File: config.mk
export PLATFORM = sky130hd
export DESIGN_NAME = base64_stream_encoder_flat
export DESIGN_NICKNAME = d
export VERILOG_FILES = /design/src/rtl/b64_pkg.sv /design/src/rtl/b64_byte_if.sv /design/src/rtl/b64_char_if.sv /design/src/rtl/b64_fifo.sv /design/src/rtl/b64_front.sv /design/src/rtl/b64_back.sv /design/src/rtl/base64_stream_encoder.sv /design/src/flat_wrapper.sv
export SDC_FILE = /design/constraint.sdc
export NUM_CORES = 1
export LEC_CHECK = 0
export ABC_AREA = 1
export ABC_CLOCK_PERIOD_IN_PS = 3600
export BUFFER_PORTS_ARGS = -buffer_cell sky130_fd_sc_hd__buf_4
export CORE_MARGIN = 2
export CORE_UTILIZATION = 55
export DETAILED_ROUTE_END_ITERATION = 8
export PLACE_DENSITY_LB_ADDON = 0.2
export REMOVE_ABC_BUFFERS = 1
export SYNTH_ARGS = -nofsm -noshare
export SYNTH_HDL_FRONTEND = slang
export SYNTH_SLANG_ARGS = --single-unit
File: constraint.sdc
create_clock -name clk -period 3.6 [get_ports clk]
set_input_delay 0.72 -clock clk [delete_from_list [all_inputs] [get_ports clk]]
set_output_delay 0.72 -clock clk [all_outputs]
set_load 0.01 [all_outputs]
File: src/rtl/b64_pkg.sv
// Types, constants and the alphabet lookup of the Base64 stream encoder.
package b64_pkg;

	localparam logic [6:0] PAD_CHAR = 7'd61;

	localparam logic [1:0] POS_EMPTY = 2'd0;
	localparam logic [1:0] POS_ONE   = 2'd1;
	localparam logic [1:0] POS_TWO   = 2'd2;

	localparam logic [1:0] LAST_SLOT = 2'd3;

	typedef struct packed {
		logic [23:0] bits;
		logic [1:0]  pads;
		logic        last;
	} grp_entry_t;

	typedef struct packed {
		logic full;
		logic empty;
	} q_flags_t;

	function automatic logic [6:0] b64_char(input logic [5:0] v);
		logic [6:0] c;
		case (v) inside
			[6'd0:6'd25]:  c = 7'd65 + {1'b0, v};
			[6'd26:6'd51]: c = 7'd71 + {1'b0, v};
			[6'd52:6'd61]: c = {1'b0, v} - 7'd4;
			6'd62:         c = 7'd43;
			default:       c = 7'd47;
		endcase
		return c;
	endfunction

endpackage

File: src/rtl/b64_byte_if.sv
// Input channel carrying one raw byte word and its end-of-message flag.
interface b64_byte_if;
	logic       valid;
	logic       ready;
	logic [7:0] data_byte;
	logic       last_byte;

	modport source (output valid, output data_byte, output last_byte, input ready);
	modport sink (input valid, input data_byte, input last_byte, output ready);
endinterface

File: src/rtl/b64_char_if.sv
// Output channel carrying one encoded character word and its end flag.
interface b64_char_if;
	logic       valid;
	logic       ready;
	logic [6:0] out_char;
	logic       last_char;

	modport source (output valid, output out_char, output last_char, input ready);
	modport sink (input valid, input out_char, input last_char, output ready);
endinterface

File: src/rtl/b64_fifo.sv
// Short queue of byte groups awaiting encoding between the byte front end and the character back end.
module b64_fifo
	import b64_pkg::*;
#(
	parameter int DEPTH = 2
) (
	input  logic       clk,
	input  logic       arst_n,
	input  logic       push,
	input  grp_entry_t wr_entry,
	input  logic       pop,
	output grp_entry_t rd_entry,
	output q_flags_t   flags
);

	localparam int PW = (DEPTH > 1) ? $clog2(DEPTH) : 1;
	localparam int CW = $clog2(DEPTH + 1);

	grp_entry_t        mem_q [DEPTH];
	logic [PW-1:0]     wr_ptr_q;
	logic [PW-1:0]     rd_ptr_q;
	logic [CW-1:0]     count_q;
	logic              do_push;
	logic              do_pop;

	assign flags.full  = (count_q == CW'(DEPTH));
	assign flags.empty = (count_q == '0);
	assign do_push     = push && !flags.full;
	assign do_pop      = pop && !flags.empty;
	assign rd_entry    = mem_q[rd_ptr_q];

	always_ff @(posedge clk) begin
		if (do_push) begin
			mem_q[wr_ptr_q] <= wr_entry;
		end
	end

	always_ff @(posedge clk or negedge arst_n) begin
		if (!arst_n) begin
			wr_ptr_q <= '0;
			rd_ptr_q <= '0;
			count_q  <= '0;
		end else begin
			if (do_push) begin
				wr_ptr_q <= (wr_ptr_q == PW'(DEPTH - 1)) ? '0 : wr_ptr_q + 1'b1;
			end
			if (do_pop) begin
				rd_ptr_q <= (rd_ptr_q == PW'(DEPTH - 1)) ? '0 : rd_ptr_q + 1'b1;
			end
			if (do_push && !do_pop) begin
				count_q <= count_q + 1'b1;
			end else if (do_pop && !do_push) begin
				count_q <= count_q - 1'b1;
			end
		end
	end

endmodule

File: src/rtl/b64_front.sv
// Front end: collects bytes into three-byte groups and queues each finished or message-ending group.
module b64_front
	import b64_pkg::*;
(
	input  logic       clk,
	input  logic       arst_n,
	b64_byte_if.sink   in,
	input  q_flags_t   flags,
	output logic       push,
	output grp_entry_t entry
);

	logic [15:0] pend_q;
	logic [1:0]  pos_q;
	logic        accept;

	assign in.ready = !flags.full;
	assign accept   = in.valid && in.ready;

	always_comb begin
		push        = 1'b0;
		entry.bits  = {pend_q, in.data_byte};
		entry.pads  = 2'd0;
		entry.last  = in.last_byte;
		case (pos_q)
			POS_TWO: begin
				push = accept;
			end
			POS_ONE: begin
				push       = accept && in.last_byte;
				entry.bits = {pend_q[7:0], in.data_byte, 8'd0};
				entry.pads = 2'd1;
			end
			default: begin
				push       = accept && in.last_byte;
				entry.bits = {in.data_byte, 16'd0};
				entry.pads = 2'd2;
			end
		endcase
	end

	always_ff @(posedge clk or negedge arst_n) begin
		if (!arst_n) begin
			pend_q <= '0;
			pos_q  <= POS_EMPTY;
		end else if (accept) begin
			if (push) begin
				pend_q <= '0;
				pos_q  <= POS_EMPTY;
			end else if (pos_q == POS_ONE) begin
				pend_q <= {pend_q[7:0], in.data_byte};
				pos_q  <= POS_TWO;
			end else begin
				pend_q <= {8'd0, in.data_byte};
				pos_q  <= POS_ONE;
			end
		end
	end

endmodule

File: src/rtl/b64_back.sv
// Back end: each queued group gives four chars, one per unstalled cycle, via an output register.
module b64_back
	import b64_pkg::*;
(
	input  logic       clk,
	input  logic       arst_n,
	input  grp_entry_t rd_entry,
	input  q_flags_t   flags,
	output logic       pop,
	b64_char_if.source out
);

	grp_entry_t  grp_q;
	logic [1:0]  idx_q;
	logic        busy_q;
	logic        ovalid_q;
	logic [6:0]  ochar_q;
	logic        olast_q;
	logic        load;
	logic        done;
	logic [5:0]  sextet;
	logic        is_pad;
	logic [6:0]  next_char;

	assign out.valid     = ovalid_q;
	assign out.out_char  = ochar_q;
	assign out.last_char = olast_q;

	assign load = busy_q && (!ovalid_q || out.ready);
	assign done = load && (idx_q == LAST_SLOT);
	assign pop  = (!busy_q || done) && !flags.empty;

	always_comb begin
		case (idx_q)
			2'd0:    sextet = grp_q.bits[23:18];
			2'd1:    sextet = grp_q.bits[17:12];
			2'd2:    sextet = grp_q.bits[11:6];
			default: sextet = grp_q.bits[5:0];
		endcase
		case (grp_q.pads)
			2'd1:    is_pad = (idx_q == 2'd3);
			2'd2:    is_pad = idx_q[1];
			default: is_pad = 1'b0;
		endcase
		next_char = is_pad ? PAD_CHAR : b64_char(sextet);
	end

	always_ff @(posedge clk) begin
		if (pop) begin
			grp_q <= rd_entry;
		end
		if (load) begin
			ochar_q <= next_char;
			olast_q <= grp_q.last && (idx_q == LAST_SLOT);
		end
	end

	always_ff @(posedge clk or negedge arst_n) begin
		if (!arst_n) begin
			busy_q   <= 1'b0;
			idx_q    <= '0;
			ovalid_q <= 1'b0;
		end else begin
			if (pop) begin
				busy_q <= 1'b1;
				idx_q  <= '0;
			end else if (done) begin
				busy_q <= 1'b0;
			end else if (load) begin
				idx_q <= idx_q + 1'b1;
			end
			if (load) begin
				ovalid_q <= 1'b1;
			end else if (out.ready) begin
				ovalid_q <= 1'b0;
			end
		end
	end

endmodule

File: src/rtl/base64_stream_encoder.sv
// Streaming Base64 encoder: one byte word in, four character words out per three-byte group.
// A group passes the queue, the group register and the output register before its first character is valid.
// The back end gives one character per cycle while the output is not stalled.
// A byte is taken every cycle while the group queue has room.
// Reset (arst_n low) empties the queue, clears the pending bytes and drops the output valid.
module base64_stream_encoder
	import b64_pkg::*;
#(
	parameter int QUEUE_DEPTH = 2
) (
	input  logic       clk,
	input  logic       arst_n,
	b64_byte_if.sink   in,
	b64_char_if.source out
);

	grp_entry_t wr_entry;
	grp_entry_t rd_entry;
	q_flags_t   flags;
	logic       push;
	logic       pop;

	b64_front u_front (
		.clk    (clk),
		.arst_n (arst_n),
		.in     (in),
		.flags  (flags),
		.push   (push),
		.entry  (wr_entry)
	);

	b64_fifo #(
		.DEPTH (QUEUE_DEPTH)
	) u_fifo (
		.clk      (clk),
		.arst_n   (arst_n),
		.push     (push),
		.wr_entry (wr_entry),
		.pop      (pop),
		.rd_entry (rd_entry),
		.flags    (flags)
	);

	b64_back u_back (
		.clk      (clk),
		.arst_n   (arst_n),
		.rd_entry (rd_entry),
		.flags    (flags),
		.pop      (pop),
		.out      (out)
	);

endmodule

File: src/flat_wrapper.sv
// flat-port wrapper written by rule: the top's interface ports become plain ports
module base64_stream_encoder_flat import b64_pkg::*;
#(
	parameter int QUEUE_DEPTH = 2
)
  (clk, arst_n, in_valid, in_data_byte, in_last_byte, in_ready, out_valid, out_out_char, out_last_char, out_ready);
  b64_byte_if in_i ();
  b64_char_if out_i ();
  input  logic clk;
  input  logic arst_n;
  input wire logic [$bits(in_i.valid)-1:0] in_valid;
  input wire logic [$bits(in_i.data_byte)-1:0] in_data_byte;
  input wire logic [$bits(in_i.last_byte)-1:0] in_last_byte;
  output wire logic [$bits(in_i.ready)-1:0] in_ready;
  output wire logic [$bits(out_i.valid)-1:0] out_valid;
  output wire logic [$bits(out_i.out_char)-1:0] out_out_char;
  output wire logic [$bits(out_i.last_char)-1:0] out_last_char;
  input wire logic [$bits(out_i.ready)-1:0] out_ready;
  assign in_i.valid = in_valid;
  assign in_i.data_byte = in_data_byte;
  assign in_i.last_byte = in_last_byte;
  assign in_ready = in_i.ready;
  assign out_valid = out_i.valid;
  assign out_out_char = out_i.out_char;
  assign out_last_char = out_i.last_char;
  assign out_i.ready = out_ready;
  base64_stream_encoder #(.QUEUE_DEPTH(QUEUE_DEPTH)) u_core (.clk(clk), .arst_n(arst_n), .in(in_i), .out(out_i));
endmodule
Yosys cells after proc, flatten, opt, wreduce, memory -nomap -nowiden

Memories as Yosys holds them, arrays and structs flattened. A register that Yosys moved wholly into a read port is not among the register bits.
Cells that the tools add are included.

Output and inout port bits: 10
Logic and storage cells: 88
Memories: 1
Bits in writable memories: 54
Register bits: 34

Eq/ne operators: 10
Muxes and demuxes: 25
Reductions and logical operators: 28
Magnitude comparators: 6
Add/subtract/negate cells: 8

Memory list:

| memory              | words | width | read ports | clocked after Yosys merged registers in | wr ports | line           | text |
|---|---|---|---|---|---|---|---|
| u_core.u_fifo.mem_q | 2     | 27    | 1          | 1                                       | 1        | b64_fifo.sv:19 | `grp_entry_t mem_q [DEPTH];` |

Operators by type and width:

| kind                | count |
|---|---|
| $pmux 26 s2         | 1 |
| $mux 16             | 2 |
| $mux 7              | 3 |
| $pmux 6 s3          | 1 |
| $add 7x6->7 const A | 2 |
| $mux 2              | 7 |
| $logic_and 1x1->1   | 13 |
| $le 6x6->1 const B  | 2 |
| $eq 2x2->1 const B  | 5 |
| $mux 1              | 9 |
| $reduce_bool 2->1   | 4 |
| $sub 6x3->7 const B | 1 |
| $eq 2x1->1 const B  | 3 |
| $eq 6x6->1 const B  | 1 |
| $ge 6x1->1 const B  | 1 |
| $ge 6x5->1 const B  | 1 |
| $ge 6x6->1 const B  | 1 |
| $le 6x5->1 const B  | 1 |
| $logic_not 1->1     | 6 |
| $add 2x1->2 const B | 2 |
| $logic_not 2->1     | 2 |
| $mux 3              | 1 |
| $add 1x1->1 const B | 2 |
| $logic_or 1x1->1    | 2 |
| other kinds (4)     | 4 |

Depth between registers and ports, before layout

Gate-level depths: netlist of the first run.

Word-level depth: 10
Mapped depth: 16

Modules after synthesis

Synthesis of the first run repeated with hierarchy kept, for this count alone.

Cells, all modules: 552
Area total of the unflattened synthesis: 5,624.1 um2

By module, submodules not included:

| module    | area an instance (um2) | cells an instance | instances |
|---|---|---|---|
| b64_fifo  | 2,192.1                | 172               | 1 |
| b64_back  | 2,155.8                | 194               | 1 |
| b64_front | 1,276.2                | 186               | 1 |

Worst setup path before layout of the first run

Ideal clock, no wire load.

Path kind: input port to flip-flop
From: input port out_ready
To: register u_core.u_fifo.count_q[1]
Library setup time: 0.131 ns
Arrival: 3.266 ns
Buffers on the path: 0
Cell stages on the path: 9
Slack: 0.203 ns
Path through: inv_1 > nand2_1 > a21oi_1 > a21oi_1 > inv_1 > ha_1 > a21oi_1 > o21ai_0 > xor2_1

Longest elaborated chain between the ends: 9
Elaborated cells between the ends (all ways): 11
Classes of those cells: mux: 1; reduce/logical: 10

Ends and longest elaborated chain:

| what                                               | line                        | text |
|---|---|---|
| start: declaration                                 | flat_wrapper.sv:18          | `input wire logic [$bits(out_i.ready)-1:0] out_ready;` |
| $logic_or 1x1->1 (*)                               | b64_back.sv:29              | `assign load = busy_q && (!ovalid_q \|\| out.ready);` |
| $logic_and 1x1->1 (*)                              | b64_back.sv:29              |  |
| $logic_and 1x1->1 (*)                              | b64_back.sv:30              | `assign done = load && (idx_q == LAST_SLOT);` |
| $logic_or 1x1->1 (*)                               | b64_back.sv:31              | `assign pop = (!busy_q \|\| done) && !flags.empty;` |
| $logic_and 1x1->1 (*)                              | b64_back.sv:31              |  |
| named net u_core.pop                               | base64_stream_encoder.sv:21 | `logic pop;` |
| $logic_and 1x1->1 (*)                              | b64_fifo.sv:29              | `assign do_pop = pop && !flags.empty;` |
| $logic_not 1->1                                    | b64_fifo.sv:50              | `if (do_push && !do_pop) begin` |
| $logic_and 1x1->1                                  | b64_fifo.sv:50              |  |
| $mux 2 / $reduce_bool 2->1 (equally long branches) | n/a                         |  |
| end signal: assignment                             | b64_fifo.sv:51              | `count_q <= count_q + 1'b1;` |
| end signal: assignment                             | b64_fifo.sv:53              | `count_q <= count_q - 1'b1;` |
| end: declaration                                   | b64_fifo.sv:22              | `logic [CW-1:0] count_q;` |

The timed path passes the listed nets; every way through them passes the cells marked *.
A chain may end at the register's enable or synchronous reset.

Worst setup path in the final report of the first run

From: register u_core.u_back.idx_q[1]
To: register u_core.u_back.ochar_q[4], in the netlist u_core.u_back.out.out_char[4], data pin

Longest elaborated chain between the ends: 7
Elaborated cells between the ends (all ways): 21
Classes of those cells: add/sub: 3; order compare: 6; eq/ne: 3; mux: 5; reduce/logical: 4

Ends and longest elaborated chain:

| what                                                                  | line           | text |
|---|---|---|
| start: declaration                                                    | b64_back.sv:14 | `logic [1:0] idx_q;` |
| start signal: assignment                                              | b64_back.sv:70 | `idx_q <= idx_q + 1'b1;` |
| $eq 2x2->1 (tied with other cells)                                    | b64_back.sv:34 | `case (idx_q)` |
| $pmux 6 s3                                                            | b64_back.sv:34 |  |
| $ge 6x6->1 (not written as such) / $le 6x6->1 (equally long branches) | b64_back.sv:45 | `next_char = is_pad ? PAD_CHAR : b64_char(sextet);` |
| $logic_and 1x1->1 (not written as such)                               | b64_back.sv:45 |  |
| $mux 7 (3 in a row)                                                   | b64_pkg.sv:25  | `case (v) inside` |
| end signal: assignment                                                | b64_back.sv:53 | `ochar_q <= next_char;` |
| end: declaration                                                      | b64_back.sv:17 | `logic [6:0] ochar_q;` |

Several ways; a longest one is shown, not always the timed one.

==> flow_summary.json, run 1 <==
{
  "cts_tree": "built",
  "dr.first_iter.drc_count": 183,
  "dieHeight_um": 101.6,
  "wl_per_cell_um": 14.38,
  "reg2reg_slack_ns": 0.73,
  "htreeDepth": 4,
  "finalWorstSetupSlack_ns": 0.7326,
  "tightest_slew_ns": 0.8448,
  "drt-met1-wl_um": 4158,
  "antenna_found_initial": 0,
  "drv_cap": 0,
  "synth.distinct_cells": 33,
  "outcome": "finished clean",
  "grt_pass1_vias": 3480,
  "total_leakage_power_nw": 2.628,
  "power_w": 0.006592,
  "dpl_cell_area_um2": 5554,
  "ys_warn_count": 0,
  "hold_path.class": "input pin to asynchronous set/reset pin",
  "finalHoldViolations": 0,
  "synthCells": 505,
  "wl_met2_um": 4943,
  "fp.dieArea_um2": 10320,
  "cts_buffers": 17,
  "cts_root_buffer": "clkbuf_8",
  "place_ws_ns": 0.7987,
  "io_pins": 23,
  "hold_buffers": 0,
  "r2r-end": "u_core.u_back.out.out_char[4]",
  "drc": 0,
  "wl_met3_um": 469,
  "fp.dieW_um": 101.6,
  "grt_setup_unrepaired": "no",
  "setup_viol": 0,
  "cp-end-kind": "flop",
  "yosysSeqAreaShare_pct": 63.46,
  "syn2layout_area_growth_pct": 17.08,
  "syn_area_per_cell_um2": 10.37,
  "cts_resized": 0,
  "r2r_cells": 14,
  "worst_skew_pair.late_latency_ns": 0.50,
  "firstDrtPassIters": 4,
  "synth.cell_area_um2": 5236,
  "grtUsageTotal_pct": 21.11,
  "dr.max_layer_used": "met4",
  "viasPerCell": 5.200,
  "cts_post_setup_buffers_inserted": 0,
  "slew_headroom_pct": 43.68,
  "async_flop_share_pct": 22.61,
  "diodes": 0,
  "dp_hpwl_um": 6819,
  "arrival_ns": 3.12,
  "skew_ns": 0.009621,
  "ys_ff_latch": 115,
  "cp_data_required_time_ns": 3.85,
  "final_layout_size_suffix_gt1_share_pct": 15.82,
  "ir_drop_mv": 0.5289,
  "fin_nets": 564,
  "core_area_um2": 9240,
  "final.setup.tns_ns": 0,
  "io_buffer_count": 22,
  "worst-path-max-fanout": 12,
  "grt_pass1_wl_um": 16460,
  "routabilityCongestion": 1.011,
  "clock.fmax_ghz": 0.3488,
  "vias": 3531,
  "start_kind": "flop",
  "r2r_start": "u_core.u_back.idx_q[1]",
  "drv_slew": 0,
  "start_util_pct": 56.67,
  "clock-sinks": 115,
  "finalInstanceArea_um2": 6131,
  "synth_edf_count": 89,
  "fin_crit_sh_pct": 79.65,
  "cts.path.max_buffers": 2,
  "rows": 35,
  "synth-main-ff-cell": "edfxtp_1",
  "clkSlewWorstSetupHoldPaths_ns": 0.06,
  "power_density_nw_per_um2": 1075,
  "drt_wl_total_um": 9765,
  "path_class": "flop to flop",
  "utilization_pct": 66.35,
  "ant_nets": 0,
  "grt_start_max_net_pins": 31,
  "overflow": 0,
  "period_minus_slack_ns": 2.867
}
## where the power goes
group | internal [W] | switching, W
Clock | 0.00106 | 0.000536
Sequential | 0.00214 | 0.000176
Combinational | 0.000858 | 0.00182
## Yosys cell counts (2+ instances only)
| master | n | share of area, % |
|---|---|---|
| ha_1 | 14 | 3.3 |
| a21oi_1 | 35 | 3.3 |
| nand2_4 | 7 | 1.5 |
| xor2_1 | 5 | 0.84 |
| dfrtp_1 | 26 | 12 |
| nor2_2 | 2 | 0.24 |
| nand3_1 | 24 | 2.3 |
| o21ai_1 | 7 | 0.67 |
| nand2_2 | 2 | 0.24 |
| clkbuf_1 | 12 | 0.86 |
| o21ai_2 | 2 | 0.33 |
| nand2_1 | 167 | 12 |
| o21ai_0 | 19 | 1.8 |
| a211oi_1 | 2 | 0.29 |
| inv_1 | 43 | 3.1 |
| inv_2 | 5 | 0.36 |
| o21bai_4 | 2 | 0.72 |
| nand4_1 | 3 | 0.36 |
| nor2_4 | 4 | 0.86 |
| xnor2_1 | 2 | 0.33 |
| edfxtp_1 | 89 | 51 |
| buf_2 | 2 | 0.19 |
| nor2_1 | 21 | 1.5 |
## through the flow
stage / std cells / hold WS, ns
2_1_floorplan: 489 / 0.4244
3_3_place_gp: 647 / 0.4489
3_5_place_dp: 647 / 0.4599
4_1_cts: 679 / 0.1198
5_1_grt: 679 / 0.1372
6_report: 679 / 0.1230
## cells by family after synthesis
kind of cell | count (synthesis) | share of synthesized area (%)
and+or+nand+nor | 232 | 19.21
DFF | 115 | 63.46
AOI/OAI and AO/OA | 72 | 7.957
buffers and inverters | 65 | 4.850
adders and majority gates | 14 | 3.345
xor gates and xnor gates | 7 | 1.171
## metal layers
metal	vias to the layer above	GRT usage, %
met3	19	4.693
li1	1743	-
met2	127	35.37
met4	0	9.667
met1	1642	26.24
met5	-	0
## sequential cells by signal, indices dropped and copies added (netlist names)
register	count
u_core.u_fifo.wr_ptr_q	1
u_core.u_fifo.count_q	2
u_core.u_back.out.valid	1
u_core.u_back.idx_q	2
u_core.u_fifo.mem_q	54
u_core.u_back.out.last_char	1
u_core.u_back.out.out_char	7
u_core.u_front.pos_q	2
u_core.u_fifo.rd_ptr_q	1
u_core.u_front.pend_q	16
u_core.u_back.busy_q	1
u_core.u_back.grp_q	27
## cells in the final DEF (no fill, tap or decap), types with 14 or more instances in the layout
cell / count
nand3_1: 24
a21oi_1: 34
nand2_1: 167
dfrtp_1: 26
nor2_1: 19
inv_1: 43
buf_4: 29
ha_1: 14
o21ai_0: 19
edfxtp_1: 89
clkbuf_16: 16
## critical path, cell delays in order (launching register included)
cell and delay, ns:
dfrtp_1 0.41, ha_1 0.26, inv_2 0.27, nand2_1 0.09
o22ai_1 0.34, inv_1 0.22, ha_1 0.25, inv_1 0.07
nand2_1 0.05, o21ai_0 0.22, nand2_2 0.15, nand2_4 0.11
o21ai_1 0.08, nand2_1 0.06, nand2_1 0.05
## final cells by class
type	instances	area [um2]
Clock inverter	11	137.6
Sequential cell	115	3323
Fill cell	701	3109
Inverter	49	183.9
Clock buffer	21	439.2
Tap cell	129	161.4
Multi-Input combinational cell	325	1668
Timing Repair Buffer	29	217.7
## how the worst max path moves through the flow
stage,start,endpoint,slack [ns],depth (start not counted)
global placement,u_core.u_back.idx_q[0],u_core.u_back.out.out_char[4],0.96,14
CTS,u_core.u_back.idx_q[1],u_core.u_back.out.out_char[4],0.78,14
global route,u_core.u_back.idx_q[1],u_core.u_back.out.out_char[2],0.42,14
floorplan,out_ready,u_core.u_fifo.count_q[1],0.20,9
finish,u_core.u_back.idx_q[1],u_core.u_back.out.out_char[4],0.73,14
detailed placement,u_core.u_back.idx_q[1],u_core.u_back.out.out_char[4],0.80,14
No activity file was read; power rests on OpenSTA's default activity.
==> run 2: changes to the inputs <==
--- a/config.mk
+++ b/config.mk
@@ -6,7 +6,7 @@
 export NUM_CORES = 1
 export LEC_CHECK = 0
 export ABC_AREA = 1
-export ABC_CLOCK_PERIOD_IN_PS = 3600
+export ABC_CLOCK_PERIOD_IN_PS = 2800
 export BUFFER_PORTS_ARGS = -buffer_cell sky130_fd_sc_hd__buf_4
 export CORE_MARGIN = 2
 export CORE_UTILIZATION = 55
==> constraint.sdc (replaced) <==
create_clock -name clk -period 2.8 [get_ports clk]
set_input_delay 0.56 -clock clk [delete_from_list [all_inputs] [get_ports clk]]
set_output_delay 0.56 -clock clk [all_outputs]
set_load 0.01 [all_outputs]
==> run 2 against run 1 <==
Compared with the run above:
- critical path depth unchanged
- clock skew hardly changed
- power is 30% higher
- sequential share of layout area fell by 0.70 points
- final area is 1.3% higher
- sequential cell count unchanged
- critical path type unchanged
- critical endpoint unchanged
- non-clock buffer count grew 8
- setup slack got worse by 0.40 ns
==> flow_summary.json, run 2 (same netlist as run 1, synthesis figures left out) <==
{
  "dieHeight_um": 101.6,
  "worst-path-max-fanout": 9,
  "reg2reg_slack_ns": 0.33,
  "rows": 35,
  "dpl_cell_area_um2": 5607,
  "fp.dieW_um": 101.6,
  "r2r-end": "u_core.u_back.out.out_char[4]",
  "fin_nets": 572,
  "r2r_start": "u_core.u_back.idx_q[0]",
  "cts_tree": "built",
  "final.setup.tns_ns": 0,
  "fin_crit_sh_pct": 88.17,
  "setup_viol": 0,
  "cp.buffers_inverters": 3,
  "largest_register_ffs": 54,
  "total_leakage_power_nw": 2.677,
  "io_buffer_count": 22,
  "clkSlewWorstSetupHoldPaths_ns": 0.06,
  "vias": 3503,
  "core_area_um2": 9240,
  "wl_per_cell_um": 14.32,
  "path_class": "flop to flop",
  "ir_drop_mv": 0.7745,
  "drv_slew": 0,
  "tightest_slew_ns": 0.8132,
  "start_util_pct": 56.67,
  "diodes": 0,
  "cp_top_family": "adder cells",
  "routabilityCongestion": 0.8529,
  "cp_slowest_cell": "dfrtp_1",
  "ant_nets": 0,
  "slew_headroom_pct": 45.45,
  "grt_start_max_net_pins": 31,
  "cts_buffers": 17,
  "cts_root_buffer": "clkbuf_8",
  "final_layout_size_suffix_gt1_share_pct": 17.20,
  "max_stage_delay_ns": 0.41,
  "layout_common_cells": "nand2_1 (167), edfxtp_1 (89), inv_1 (43)",
  "grt_pass1_vias": 3532,
  "place_ws_ns": 0.2899,
  "io_pins": 23,
  "finalInstanceArea_um2": 6211,
  "overflow": 0,
  "outcome": "finished clean",
  "clock-sinks": 115,
  "cp_common_cell": "nand2_1",
  "hold_path.class": "input pin to flop",
  "worstHoldPathCells": 1,
  "cp-end-kind": "flop",
  "drt_wl_total_um": 9835,
  "finalHoldViolations": 0,
  "grtUsageTotal_pct": 21.60,
  "power_density_nw_per_um2": 1382,
  "largest-register": "u_core.u_fifo.mem_q",
  "dp_hpwl_um": 6546,
  "antenna_found_initial": 0,
  "worst_skew_pair.late_latency_ns": 0.51,
  "n_fill_cell": 682,
  "fp.dieArea_um2": 10320,
  "finalWorstSetupSlack_ns": 0.3311,
  "hp-start": "in_last_byte",
  "drv_cap": 0,
  "start_kind": "flop",
  "skew_ns": 0.009924,
  "viasPerCell": 5.099,
  "r2r_cells": 14,
  "dr.first_iter.drc_count": 187,
  "whs_ns": 0.2565,
  "arrival_ns": 2.73,
  "firstDrtPassIters": 4,
  "grt_setup_unrepaired": "no",
  "drc": 0,
  "top_regs": "u_core.u_fifo.mem_q (54), u_core.u_back.grp_q (27), u_core.u_front.pend_q (16)",
  "utilization_pct": 67.22,
  "whs_endpoint": "u_core.u_fifo.mem_q[1][0]",
  "period_minus_slack_ns": 2.469,
  "crit_chain": "ha_1, inv_4, nand2_1, o22ai_1, inv_1, ha_1, inv_1, nand2_1, o21ai_0, nand2_2, nand2_4, o21ai_1, nand2_1, nand2_1",
  "htreeDepth": 4,
  "clock.fmax_ghz": 0.4050,
  "cp_data_required_time_ns": 3.06,
  "final_common_cell": "nand2_1",
  "grt_pass1_wl_um": 16660,
  "cts.path.max_buffers": 2,
  "syn2layout_area_growth_pct": 18.61
}
run 2: cell count changes in the layout (fill, tap and decap cells not counted):
cell	before	now
buf_4	29	36
clkinv_4	0	4
clkbuf_1	3	1
clkinv_2	5	4
clkinvlp_4	3	2
dlygate4sd3_1	0	1
inv_2	5	4
inv_4	0	1
run 2: metal layers:
metal / GRT usage (%) / vias up / share of wire (%)
met5: 0 / - / 0
met4: 10.60 / 0 / 1.9
met3: 5.383 / 20 / 4.4
met2: 36.18 / 96 / 52
met1: 26.15 / 1635 / 42
li1: - / 1752 / -
run 2: what timing repair did:
item | CTS | global route
hold buffers | 1 | 0
endpoints found under the hold margin | 26 | 0
buffers inserted | 0 | 0
setup endpoints to repair | 0 | 1
resized for setup | 0 | 1
run 2: metrics by stage:
step                      cells  power (W)
after floorplan             489   0.005437
after global placement      654   0.006378
after detailed placement    654   0.006481
after CTS                   687   0.008606
after global routing        687   0.009195
final                       687   0.008582
run 2: layout make-up:
cell class | count | area (um2) | share of cell area (%)
clock buffer | 19 | 431.7 | 6.950
inverter | 49 | 186.4 | 3.002
sequential | 115 | 3323 | 53.51
clock inverter | 13 | 160.2 | 2.579
timing repair buffer | 37 | 280.3 | 4.512
tap | 129 | 161.4 | 2.599
multi-input combinational | 325 | 1668 | 26.85
run 2: worst max path at each step:
stage                                 from  slack (ns)                             to  cells past startpoint
floorplan                        out_ready       -0.44       u_core.u_fifo.count_q[1]                      9
global placement    u_core.u_back.idx_q[0]        0.39  u_core.u_back.out.out_char[4]                     14
detailed placement  u_core.u_back.idx_q[0]        0.29  u_core.u_back.out.out_char[4]                     14
CTS                 u_core.u_back.idx_q[0]        0.28  u_core.u_back.out.out_char[4]                     14
global route        u_core.u_back.idx_q[0]        0.06  u_core.u_back.out.out_char[4]                     14
finish              u_core.u_back.idx_q[0]        0.33  u_core.u_back.out.out_char[4]                     14
run 2: where the power goes:
group	switching (W)	internal, W	leakage, nW
sequential	0.000231	0.00274	1.16
combinational	0.00232	0.00117	1.23
clock	0.000733	0.00137	0.288
total	0.00329	0.00529	2.68
==> run 3: changes to the inputs <==
--- a/config.mk
+++ b/config.mk
@@ -15,4 +15,5 @@
 export REMOVE_ABC_BUFFERS = 1
 export SYNTH_ARGS = -nofsm -noshare
 export SYNTH_HDL_FRONTEND = slang
+export SYNTH_HIERARCHICAL = 1
 export SYNTH_SLANG_ARGS = --single-unit
==> run 3 against run 2 <==
Compared with the run above:
- clock power hardly changed
- non-clock buffer count down 7
- die area increased by 7.1%
- largest power group unchanged
==> flow_summary.json, run 3 <==
{
  "finalInstanceArea_um2": 6467,
  "synth_edf_count": 89,
  "clkSlewWorstSetupHoldPaths_ns": 0.06,
  "arrival_ns": 2.82,
  "final_layout_size_suffix_gt1_share_pct": 19.10,
  "htreeDepth": 4,
  "cts_tree": "built",
  "grt_start_max_net_pins": 30,
  "largest_register_ffs": 54,
  "synth_top_area_share_pct": 47.52,
  "synth.distinct_cells": 37,
  "cts_root_buffer": "clkbuf_8",
  "antenna_found_initial": 0,
  "drv_slew": 0,
  "cp-end-kind": "flop",
  "wl_per_cell_um": 14.71,
  "cts_buffers": 17,
  "ir_drop_mv": 0.7682,
  "worst-path-max-fanout": 8,
  "period_minus_slack_ns": 2.547,
  "final_common_cell": "nand2_1",
  "utilization_pct": 65.56,
  "power.share.clock_pct": 26.9,
  "grt_pass1_vias": 3789,
  "firstDrtPassIters": 6,
  "start_kind": "flop",
  "path_class": "flop to flop",
  "max_stage_delay_ns": 0.43,
  "p_int_w": 0.004935,
  "cp_common_cell": "nand2_1",
  "fp.dieArea_um2": 11050,
  "syn_area_per_cell_um2": 10.19,
  "largest-register": "u_core/u_fifo/mem_q",
  "grt_setup_unrepaired": "no",
  "yosysSeqAreaShare_pct": 59.09,
  "netlist_top_cells_count": "nand2_1 (215), edfxtp_1 (89), inv_1 (39)",
  "synthTopCellsByArea": "edfxtp_1 (48%), nand2_1 (14%), dfrtp_1 (12%)",
  "drv_cap": 0,
  "overflow": 0,
  "cp_data_required_time_ns": 3.08,
  "core_area_um2": 9864,
  "fin_crit_sh_pct": 90.95,
  "finalHoldViolations": 0,
  "drc": 0,
  "synth.cell_area_um2": 5624,
  "start_util_pct": 57.01,
  "whs_ns": 0.2965,
  "setup_viol": 0,
  "p_switching_w": 0.003026,
  "rows": 36,
  "grtUsageTotal_pct": 21.30,
  "io_buffer_count": 22,
  "synth-main-ff-cell": "edfxtp_1",
  "synthCells": 552,
  "comb_power_share_pct": 40.0,
  "grt_pass1_wl_um": 18040,
  "skew_ns": 0.01028,
  "viasPerCell": 5.174,
  "ys_ff_latch": 115,
  "vias": 3777,
  "async_flop_share_pct": 22.61,
  "fp.dieW_um": 105.1,
  "slew_headroom_pct": 49.76,
  "p_seq_share_pct": 33.1,
  "drt_wl_total_um": 10740,
  "clock-sinks": 115,
  "yosysMostFrequentCell": "nand2_1",
  "ant_nets": 0,
  "dr.first_iter.drc_count": 205,
  "ys_warn_count": 6,
  "syn2layout_area_growth_pct": 14.99,
  "total_leakage_power_nw": 2.837,
  "hold_path.class": "input pin to flop",
  "dieHeight_um": 105.1,
  "switching_share_pct": 38.01,
  "tightest_slew_ns": 0.7536,
  "crit_chain": "ha_2, inv_2, buf_4, o22ai_4, inv_1, ha_1, inv_1, nand2_1, o21ai_2, nand2_4, nand2_4, o21ai_2, nand2_1, nand2_1",
  "diodes": 0,
  "worst_skew_pair.late_latency_ns": 0.52,
  "dp_hpwl_um": 7299,
  "routabilityCongestion": 0.8559,
  "power_density_nw_per_um2": 1231,
  "cts_post_setup_buffers_inserted": 0,
  "top_regs": "u_core/u_fifo/mem_q (54), u_core/u_back/grp_q (27), u_core/u_front/pend_q (16)",
  "power_w": 0.007961,
  "clock.fmax_ghz": 0.3927,
  "dpl_cell_area_um2": 5867,
  "cts.path.max_buffers": 2,
  "io_pins": 23,
  "cp_slowest_cell": "dfrtp_1",
  "fin_nets": 612,
  "outcome": "finished clean",
  "layout_common_cells": "nand2_1 (215), edfxtp_1 (89), inv_1 (39)",
  "yosysTopAreaCell": "edfxtp_1"
}
run 3: cell count changes after synthesis, sizes merged, moves of 9 or more:
cell | before | now
nand2 | 176 | 235
buf | 4 | 17
o21ai | 28 | 9
clkbuf | 12 | 0
nand3 | 24 | 39
nor2 | 27 | 36
a21oi | 35 | 14
run 3: final timing paths:
path,to,start,cells past startpoint,slack [ns]
worst min register to register,u_core/u_back/out.valid,u_core/u_back/busy_q,2,0.49
worst max-delay path,u_core/u_back/out.out_char[4],u_core/u_back/idx_q[1],14,0.25
min in group asynchronous,u_core/u_front/pend_q[9],arst_n,2,0.51
worst min-delay path,u_core/u_front/pend_q[3],in_data_byte[3],3,0.30
worst max register to register,u_core/u_back/out.out_char[4],u_core/u_back/idx_q[1],14,0.25
max in group asynchronous,u_core/u_back/idx_q[0],arst_n,2,2.03
run 3: cell families after synthesis:
group	after synthesis	synth area share (%)
AND/OR/NAND/NOR	321	26.54
XOR/XNOR	4	0.6230
flip-flops	115	59.09
adder cells (fa/ha/maj)	15	3.337
buffers and inverters	66	6.185
AO/OA/AOI/OAI	31	4.227
run 3: final cells by class:
class                   instances  area [um2]
clock inverters                12       162.7
flip-flops and latches        115        3323
clock buffers                  20       425.4
fillers                       763        3397
inverters                      49       198.9
well taps                     133       166.4
repair buffers                 30       227.7
multi-input cells             371        1963
run 3: metrics by stage:
| stage | TNS, ns | instances | worst slack [ns] |
|---|---|---|---|
| 2_1_floorplan | -15.75 | 535 | -1.136 |
| 3_3_place_gp | 0 | 697 | 0.3528 |
| 3_5_place_dp | 0 | 697 | 0.2362 |
| 4_1_cts | 0 | 730 | 0.1889 |
| 5_1_grt | 0 | 730 | 0.03676 |
| 6_report | 0 | 730 | 0.2534 |
run 3: timing repair:
action	4_1_cts	5_1_grt
hold buffers	1	0
hold endpoints to repair	26	0
endpoints found under the setup margin	0	2
gates resized for setup	0	1
run 3: power groups by stage:
stage | combinational, W | sequential (W) | clock, W
2_1_floorplan | 0.00231 | 0.00269 | 0
3_3_place_gp | 0.00313 | 0.00265 | 0
3_5_place_dp | 0.00318 | 0.00266 | 0
4_1_cts | 0.00320 | 0.00263 | 0.00217
5_1_grt | 0.00357 | 0.00267 | 0.00225
6_report | 0.00319 | 0.00263 | 0.00214
run 3: per-layer routing:
| layer | wire length (um) | up-vias | global-route usage, % |
|---|---|---|---|
| met4 | 234 | 0 | 10.38 |
| met2 | 5631 | 94 | 36.55 |
| met3 | 369 | 27 | 5.802 |
| li1 | - | 1874 | - |
| met1 | 4505 | 1782 | 24.59 |
| met5 | 0 | - | 0 |
run 3: worst max-delay path, delay by kind of cell (launching register included):
| family | cells | cell delay [ns] |
|---|---|---|
| fa+ha+maj | 2 | 0.53 |
| compound gates | 3 | 0.48 |
| flops | 1 | 0.43 |
| simple gates | 5 | 0.32 |
| buf+inv | 4 | 0.55 |
